$ cat src/lsh_pkg.sv
// Shared types and constants of the Laplacian sharpen block.
package lsh_pkg;

  localparam int SAMPLE_W = 8;
  localparam int DIM_W    = 12;
  localparam int CHREG_W  = 3;
  localparam int ROW_W    = 11;
  localparam int SUM_W    = 12;
  localparam int CFG_IDX_W = 2;

  localparam int MIN_WIDTH    = 3;
  localparam int MIN_HEIGHT   = 3;
  localparam int MAX_HEIGHT   = 2048;
  localparam int MIN_CHANNELS = 1;
  localparam int CENTRE_GAIN  = 5;
  localparam int QUEUE_DEPTH  = 4;

  localparam logic [DIM_W-1:0]   RESET_WIDTH    = 12'd640;
  localparam logic [DIM_W-1:0]   RESET_HEIGHT   = 12'd480;
  localparam logic [CHREG_W-1:0] RESET_CHANNELS = 3'd3;

  localparam logic [CFG_IDX_W-1:0] REG_WIDTH    = 2'd0;
  localparam logic [CFG_IDX_W-1:0] REG_HEIGHT   = 2'd1;
  localparam logic [CFG_IDX_W-1:0] REG_CHANNELS = 2'd2;

  localparam logic MODE_SAMPLE = 1'b0;
  localparam logic MODE_DRAIN  = 1'b1;

  typedef struct packed {
    logic drain;
    logic produce;
    logic border;
    logic last;
  } lsh_cmd_t;

  localparam int CMD_W = $bits(lsh_cmd_t);

endpackage

$ cat src/lsh_front.sv
// Front part: configuration registers, raster counters and item classification.
module lsh_front
  import lsh_pkg::*;
#(
  parameter int MAX_WIDTH    = 2048,
  parameter int MAX_CHANNELS = 4
) (
  input  logic                                          clk,
  input  logic                                          rst,
  input  logic                                          s_tvalid,
  output logic                                          s_tready,
  input  logic [SAMPLE_W-1:0]                           s_tdata,
  input  logic                                          s_tuser,
  input  logic                                          cfg_valid,
  output logic                                          cfg_ready,
  input  logic [CFG_IDX_W-1:0]                          cfg_index,
  input  logic [DIM_W-1:0]                              cfg_data,
  input  logic                                          push_ready,
  output logic                                          push_valid,
  output lsh_cmd_t                                      push_cmd,
  output logic [$clog2(MAX_WIDTH*MAX_CHANNELS)-1:0]     push_addr,
  output logic [SAMPLE_W-1:0]                           push_sample,
  output logic [$clog2(MAX_CHANNELS+1)-1:0]             chans
);

  localparam int LINE_DEPTH = MAX_WIDTH * MAX_CHANNELS;
  localparam int AW = $clog2(LINE_DEPTH);
  localparam int PW = $clog2(LINE_DEPTH + 1);
  localparam int WW = $clog2(MAX_WIDTH + 1);
  localparam int CW = $clog2(MAX_CHANNELS + 1);

  logic [DIM_W-1:0]   image_width;
  logic [DIM_W-1:0]   image_height;
  logic [CHREG_W-1:0] channel_count;
  logic [ROW_W-1:0]   row_pos;
  logic [PW-1:0]      samp_pos;
  logic [PW-1:0]      drain_pos;
  logic               frame_full;

  logic [WW-1:0]    w_eff;
  logic [CW-1:0]    ch_eff;
  logic [DIM_W-1:0] h_eff;
  logic [ROW_W-1:0] row_end;
  logic [PW-1:0]    row_len;
  logic [PW-1:0]    p_cur;
  logic [PW-1:0]    p_inc;
  logic [PW-1:0]    d_cur;
  logic             accept;
  logic             is_drain;
  logic             d_last;

  always_comb begin
    if (32'(image_width) < MIN_WIDTH) begin
      w_eff = WW'(MIN_WIDTH);
    end else if (32'(image_width) > MAX_WIDTH) begin
      w_eff = WW'(MAX_WIDTH);
    end else begin
      w_eff = WW'(image_width);
    end
    if (32'(channel_count) < MIN_CHANNELS) begin
      ch_eff = CW'(MIN_CHANNELS);
    end else if (32'(channel_count) > MAX_CHANNELS) begin
      ch_eff = CW'(MAX_CHANNELS);
    end else begin
      ch_eff = CW'(channel_count);
    end
    if (32'(image_height) < MIN_HEIGHT) begin
      h_eff = DIM_W'(MIN_HEIGHT);
    end else if (32'(image_height) > MAX_HEIGHT) begin
      h_eff = DIM_W'(MAX_HEIGHT);
    end else begin
      h_eff = image_height;
    end
  end

  assign row_len  = PW'(w_eff) * PW'(ch_eff);
  assign row_end  = ROW_W'(h_eff - 1'b1);
  assign p_cur    = (samp_pos >= row_len) ? '0 : samp_pos;
  assign p_inc    = p_cur + 1'b1;
  assign d_cur    = (drain_pos >= row_len) ? row_len - 1'b1 : drain_pos;
  assign d_last   = (d_cur == row_len - 1'b1);
  assign is_drain = (s_tuser == MODE_DRAIN);

  assign s_tready  = push_ready;
  assign cfg_ready = 1'b1;
  assign accept    = s_tvalid && s_tready;
  assign chans     = ch_eff;

  assign push_valid  = accept && (is_drain == frame_full);
  assign push_addr   = p_cur[AW-1:0];
  assign push_sample = s_tdata;

  always_comb begin
    push_cmd.drain   = is_drain;
    push_cmd.produce = is_drain || (row_pos != '0);
    push_cmd.border  = is_drain || (row_pos == ROW_W'(1)) || (p_cur < PW'(ch_eff))
                       || (p_cur >= row_len - PW'(ch_eff));
    push_cmd.last    = is_drain && d_last;
  end

  always_ff @(posedge clk) begin
    if (rst) begin
      image_width   <= RESET_WIDTH;
      image_height  <= RESET_HEIGHT;
      channel_count <= RESET_CHANNELS;
      row_pos       <= '0;
      samp_pos      <= '0;
      drain_pos     <= '0;
      frame_full    <= 1'b0;
    end else begin
      if (push_valid) begin
        if (is_drain) begin
          if (d_last) begin
            row_pos    <= '0;
            samp_pos   <= '0;
            drain_pos  <= '0;
            frame_full <= 1'b0;
          end else begin
            drain_pos <= d_cur + 1'b1;
          end
        end else if (p_inc >= row_len) begin
          samp_pos <= '0;
          if (row_pos >= row_end) begin
            frame_full <= 1'b1;
            drain_pos  <= '0;
          end else begin
            row_pos <= row_pos + 1'b1;
          end
        end else begin
          samp_pos <= p_inc;
        end
      end
      if (cfg_valid && cfg_ready) begin
        case (cfg_index)
          REG_WIDTH: begin
            image_width <= cfg_data;
          end
          REG_HEIGHT: begin
            image_height <= cfg_data;
          end
          REG_CHANNELS: begin
            channel_count <= cfg_data[CHREG_W-1:0];
          end
          default: begin
          end
        endcase
        if (cfg_index == REG_WIDTH || cfg_index == REG_HEIGHT
            || cfg_index == REG_CHANNELS) begin
          row_pos    <= '0;
          samp_pos   <= '0;
          drain_pos  <= '0;
          frame_full <= 1'b0;
        end
      end
    end
  end

`ifndef SYNTHESIS
  a_full_on_last_row: assert property (@(posedge clk) disable iff (rst)
    frame_full |-> row_pos == row_end)
    else $error("frame marked full away from the last row");

  a_pos_in_row: assert property (@(posedge clk) disable iff (rst)
    samp_pos < row_len)
    else $error("sample position outside the row");
`endif

endmodule

$ cat config.mk
export PLATFORM = sky130hd
export DESIGN_NAME = lsh_front
export DESIGN_NICKNAME = d
export VERILOG_FILES = /design/src/lsh_pkg.sv /design/src/lsh_front.sv
export SDC_FILE = /design/constraint.sdc
export NUM_CORES = 1
export LEC_CHECK = 0
export CAP_MARGIN = 20
export CORE_AREA = 2 2 161 195
export DETAILED_ROUTE_END_ITERATION = 16
export DIE_AREA = 0 0 163 197
export DONT_BUFFER_PORTS = 1
export GPL_TIMING_DRIVEN = 0
export SYNTH_ARGS = -nofsm -noshare
export SYNTH_HDL_FRONTEND = slang
export SYNTH_SLANG_ARGS = --single-unit
$ cat constraint.sdc
create_clock -name clk -period 7.8 [get_ports clk]
set_input_delay 0.39 -clock clk [delete_from_list [all_inputs] [get_ports clk]]
set_output_delay 0.39 -clock clk [all_outputs]
set_load 0.01 [all_outputs]
==> summary.txt <==
Synthesis
  • Synthesized area: 7440 um2
  • Syn Inst Count: between 900 and 1000
  • Mux cell area share after synthesis: less than 1%
  • Post-Syn Nets: 1086
  • Number of flops mapped to enable cells by yosys: 0
  • Prevailing post-synth register cell: dfxtp_1
  • Adder-Cell Fraction of Synth Area: 17.7%
  • FFs w/ async S/R, synth: 0%
  • Xor and xnor area share after synthesis: 8.99%
  • Compound-Gate Fraction of Synth Area: 22.6%
  • Synth cell types: 85
  • Seq/Total Area, Yosys: 18.0%
  • Syn Area/Cell: 7.75 um2
  • Ys Warns: 0
  • Largest family of logic cells by synthesized area: simple AND/OR/NAND/NOR gates
  • Synth Register Bits: between 60 and 70
  • Post-Synth Simple-Gate Area: 26.3%

STA
  • Final Hold Vio Count: 0
  • Period utilization: between 90 and 100%
  • Worst slew pin tran: 0.897 ns
  • Final setup fails: 0
  • RSZ-0062 raised after global routing: yes
  • Worst relative slew slack: 39.4%
  • Fin. max-slew vios: 0
  • PnR worst setup slack: 0.0448 ns
  • Setup TNS: 0 ns
  • Max Fclk: ~0.13 GHz
  • Clk_skew: 0.0120 ns
  • Crit path time final: about 7.8 ns

Global route
  • GRT Total Usage: between 10% and 20%
  • Initial antenna violation count: 0
  • Total gr overflow: 0
  • First-pass GRT wire length: between 30000 and 40000 um
  • Largest net degree at the start of global routing: 15
  • Vias in the first global route: 7014

Pwr
  • Power Density: 129 nW/um2
  • P_leak: approximately 3.9 nW
  • Sw Ratio: between 30% and 40%
  • Clock power share: 36.5%
  • Max VDD drop: about 0.085 mV
  • Int Power: 0.774 mW
  • Comb power frac: roughly a third
  • Psw: 0.436 mW
  • Sequential power share: 29.5%

Die
  • Die area: 32100 um2
  • I/O pin cnt: 59
  • Core Region: between 30000 and 40000 um2
  • Site Rows: 70
  • Initial core utilization: roughly a quarter
  • Die Wd: 163 um
  • Die H: 197 um

Worst setup path
  • Family with the most delay on the worst path: simple AND/OR/NAND/NOR gates
  • Crit start category: flip-flop
  • CP Data Arrival Time: 8.04 ns
  • Slowest-stage cell, CP: fa_1
  • Worst setup path category: flip-flop to flip-flop
  • RR Startpoint: image_width[5]
  • FF-to-FF path depth: 38
  • R2R Path End: samp_pos[2]
  • Max incr delay on CP: ~0.56 ns
  • R2R Setup Slk: 0.04 ns
  • Worst Path Buf+Inv: 6
  • Cell mode on critical path: ha_4
  • Critical Path End Type: flip-flop
  • Critical Path RT: slightly above 8 ns
  • Maximum fanout along the worst path: 10

Place
  • Dpl cells: 1357
  • DP Area: 8030 um2
  • Pre-CTS worst setup slack: -1.71 ns
  • Detail Placement HPWL: around 17000 um
  • Routability cong.: approximately 0.89
  • IO Port Bufs: 0

Flow run
  • # Max-Cap Violations: 0

Finish
  • Final Cell Area: 9390 um2
  • # diodes: 0
  • Nets: 1154
  • Finished Layout Cells: approximately 1400
  • Util after Layout: between 30 and 40%
  • Area grow syn2layout: 26.1%
  • Layout cells sized above 1: 20.9%

Clock network
  • Clock-pin slew on the worst setup and hold paths: 0.07 ns
  • Clock latency on the worst-skew pair: 0.36 ns
  • CTS tree: built
  • Clk sinks: 67
  • Hold buffers post-CTS: 0
  • Clock root cell: clkbuf_16
  • Clock Tree Buf Depth: 2
  • H-tree depth: 3
  • Inserted Clock Buffers: 9

Outcome
  • Status: finished, final reports clean

Hold path
  • Worst Hold Class: primary input to flip-flop
  • Hold Path Sink: image_height[8]
  • Hold path depth: 2
  • HP Start: cfg_data[8]

Drt
  • DRT iter0 DRCs: 586
  • DRT Pass-1 Iters: 5
  • Drt drc: 0
  • Drt total wl: 23000 um
  • WL/cell: 16.1 um
  • Via density: 5.17
  • Vias: around 7400
  • Post-route ant nets: 0
[Yosys cell counts (all sizes together) (7+ instances only)]
cell / n / area share [%]
nand4: 18 / 1.6
nand2: 138 / 7.0
xor2: 25 / 3.3
clkbuf: 24 / 1.2
o211ai: 9 / 0.97
o21a: 8 / 0.81
inv: 58 / 2.9
and2: 16 / 1.3
or2: 7 / 0.59
nand2b: 13 / 1.1
fa: 12 / 3.2
nor3: 12 / 0.94
nand3: 37 / 2.5
o31ai: 9 / 0.97
nor4: 13 / 1.3
o21ai: 45 / 3.1
nor2b: 10 / 0.84
a21o: 18 / 1.8
nor2: 63 / 3.2
or3: 10 / 0.91
ha: 86 / 14
buf: 16 / 1.5
a21oi: 56 / 4.0
a22o: 13 / 1.5
a211oi: 10 / 1.4
and3: 22 / 1.8
xnor2: 39 / 4.8
a31oi: 12 / 1.2
nand3b: 12 / 1.2
dfxtp: 67 / 18
[worst max-delay path by stage]
stage,startpoint,to,slack (ns),depth (start not counted)
5_1_grt,image_width[5],samp_pos[12],-0.32,41
3_3_place_gp,channel_count[2],samp_pos[12],-1.67,42
4_1_cts,image_width[5],samp_pos[2],0.02,43
6_report,image_width[5],samp_pos[2],0.04,38
3_5_place_dp,channel_count[2],samp_pos[5],-1.71,42
2_1_floorplan,image_width[6],row_pos[2],0.005,43
[cell families (layout without fill, tap and decap cells)]
family | Yosys count | count (layout)
flip-flops | 67 | 67
other | 1 | 1
AND/OR/NAND/NOR | 389 | 389
adder cells (fa/ha/maj) | 98 | 98
multiplexers | 4 | 4
AO/OA/AOI/OAI | 235 | 235
buffers and inverters | 99 | 172
XOR/XNOR | 67 | 67
[cell usage in the layout, fill, tap and decap left out, types with 9 or more instances in the layout]
master       n
xor2_1      22
nand4_1     17
o21ai_1     11
nor2b_1      9
nand2_1    132
and3_1      20
nand3b_1    12
a21o_1      17
clkbuf_16   10
nor4_1      11
ha_4        12
clkbuf_1    15
fa_1        10
o21ai_0     32
inv_1       47
nor2_1      56
and2_1      11
xnor2_1     36
nand2b_1    12
or3_1        9
a22o_1      13
ha_1        72
nand3_1     33
buf_4       65
a21oi_1     44
dfxtp_1     64
a31oi_1     10
[area by class of cell]
type | count | area (um2)
inverter | 59 | 235
buffer | 34 | 220
multi-input combinational | 794 | 6250
clock buffer | 9 | 225
tap | 396 | 495
sequential | 67 | 1350
fill | 3198 | 20800
timing repair buffer | 63 | 527
clock inverter | 7 | 83.8
[sequential cells by signal, summed over array words and instances (netlist names)]
name / flops
drain_pos: 14
samp_pos: 14
channel_count: 3
row_pos: 11
image_width: 12
frame_full: 1
image_height: 12
[what timing repair did]
action	in CTS	in global routing
endpoints found under the setup margin	41	41
pin swaps	27	55
setup buffers	30	31
resized for setup	78	64
cloned	0	1
[per-stage QoR]
| step | hold WS, ns | total power [mW] |
|---|---|---|
| global route | 0.170 | 1.27 |
| global placement | 0.466 | 0.694 |
| detailed placement | 0.480 | 0.698 |
| finish | 0.155 | 1.21 |
| floorplan | 0.438 | 0.621 |
| CTS | 0.148 | 1.18 |
[worst reg2reg max path: cells and delay by family, from the launching register on]
kind / cells / cell delay (ns)
AO/OA/AOI/OAI: 12 / 2.32
XOR/XNOR: 2 / 0.42
adder cells (fa/ha/maj): 5 / 1.40
buffers and inverters: 6 / 0.76
flip-flops: 1 / 0.36
AND/OR/NAND/NOR: 13 / 2.43
[power groups by stage]
stage,Clock (mW),Sequential (mW),Combinational (mW)
floorplan,0,0.360,0.261
global placement,0,0.363,0.332
detailed placement,0,0.363,0.336
CTS,0.447,0.357,0.377
global route,0.463,0.358,0.449
finish,0.442,0.357,0.411
[per-layer routing]
metal / global-route usage, % / vias up / share of wire [%]
met1: 18.3 / 3526 / 44
met5: 0 / - / 0
met2: 23.4 / 222 / 48
li1: - / 3605 / -
met4: 3.93 / 0 / 2.0
met3: 3.62 / 33 / 6.6
No activity file was read; power rests on OpenSTA's default activity.
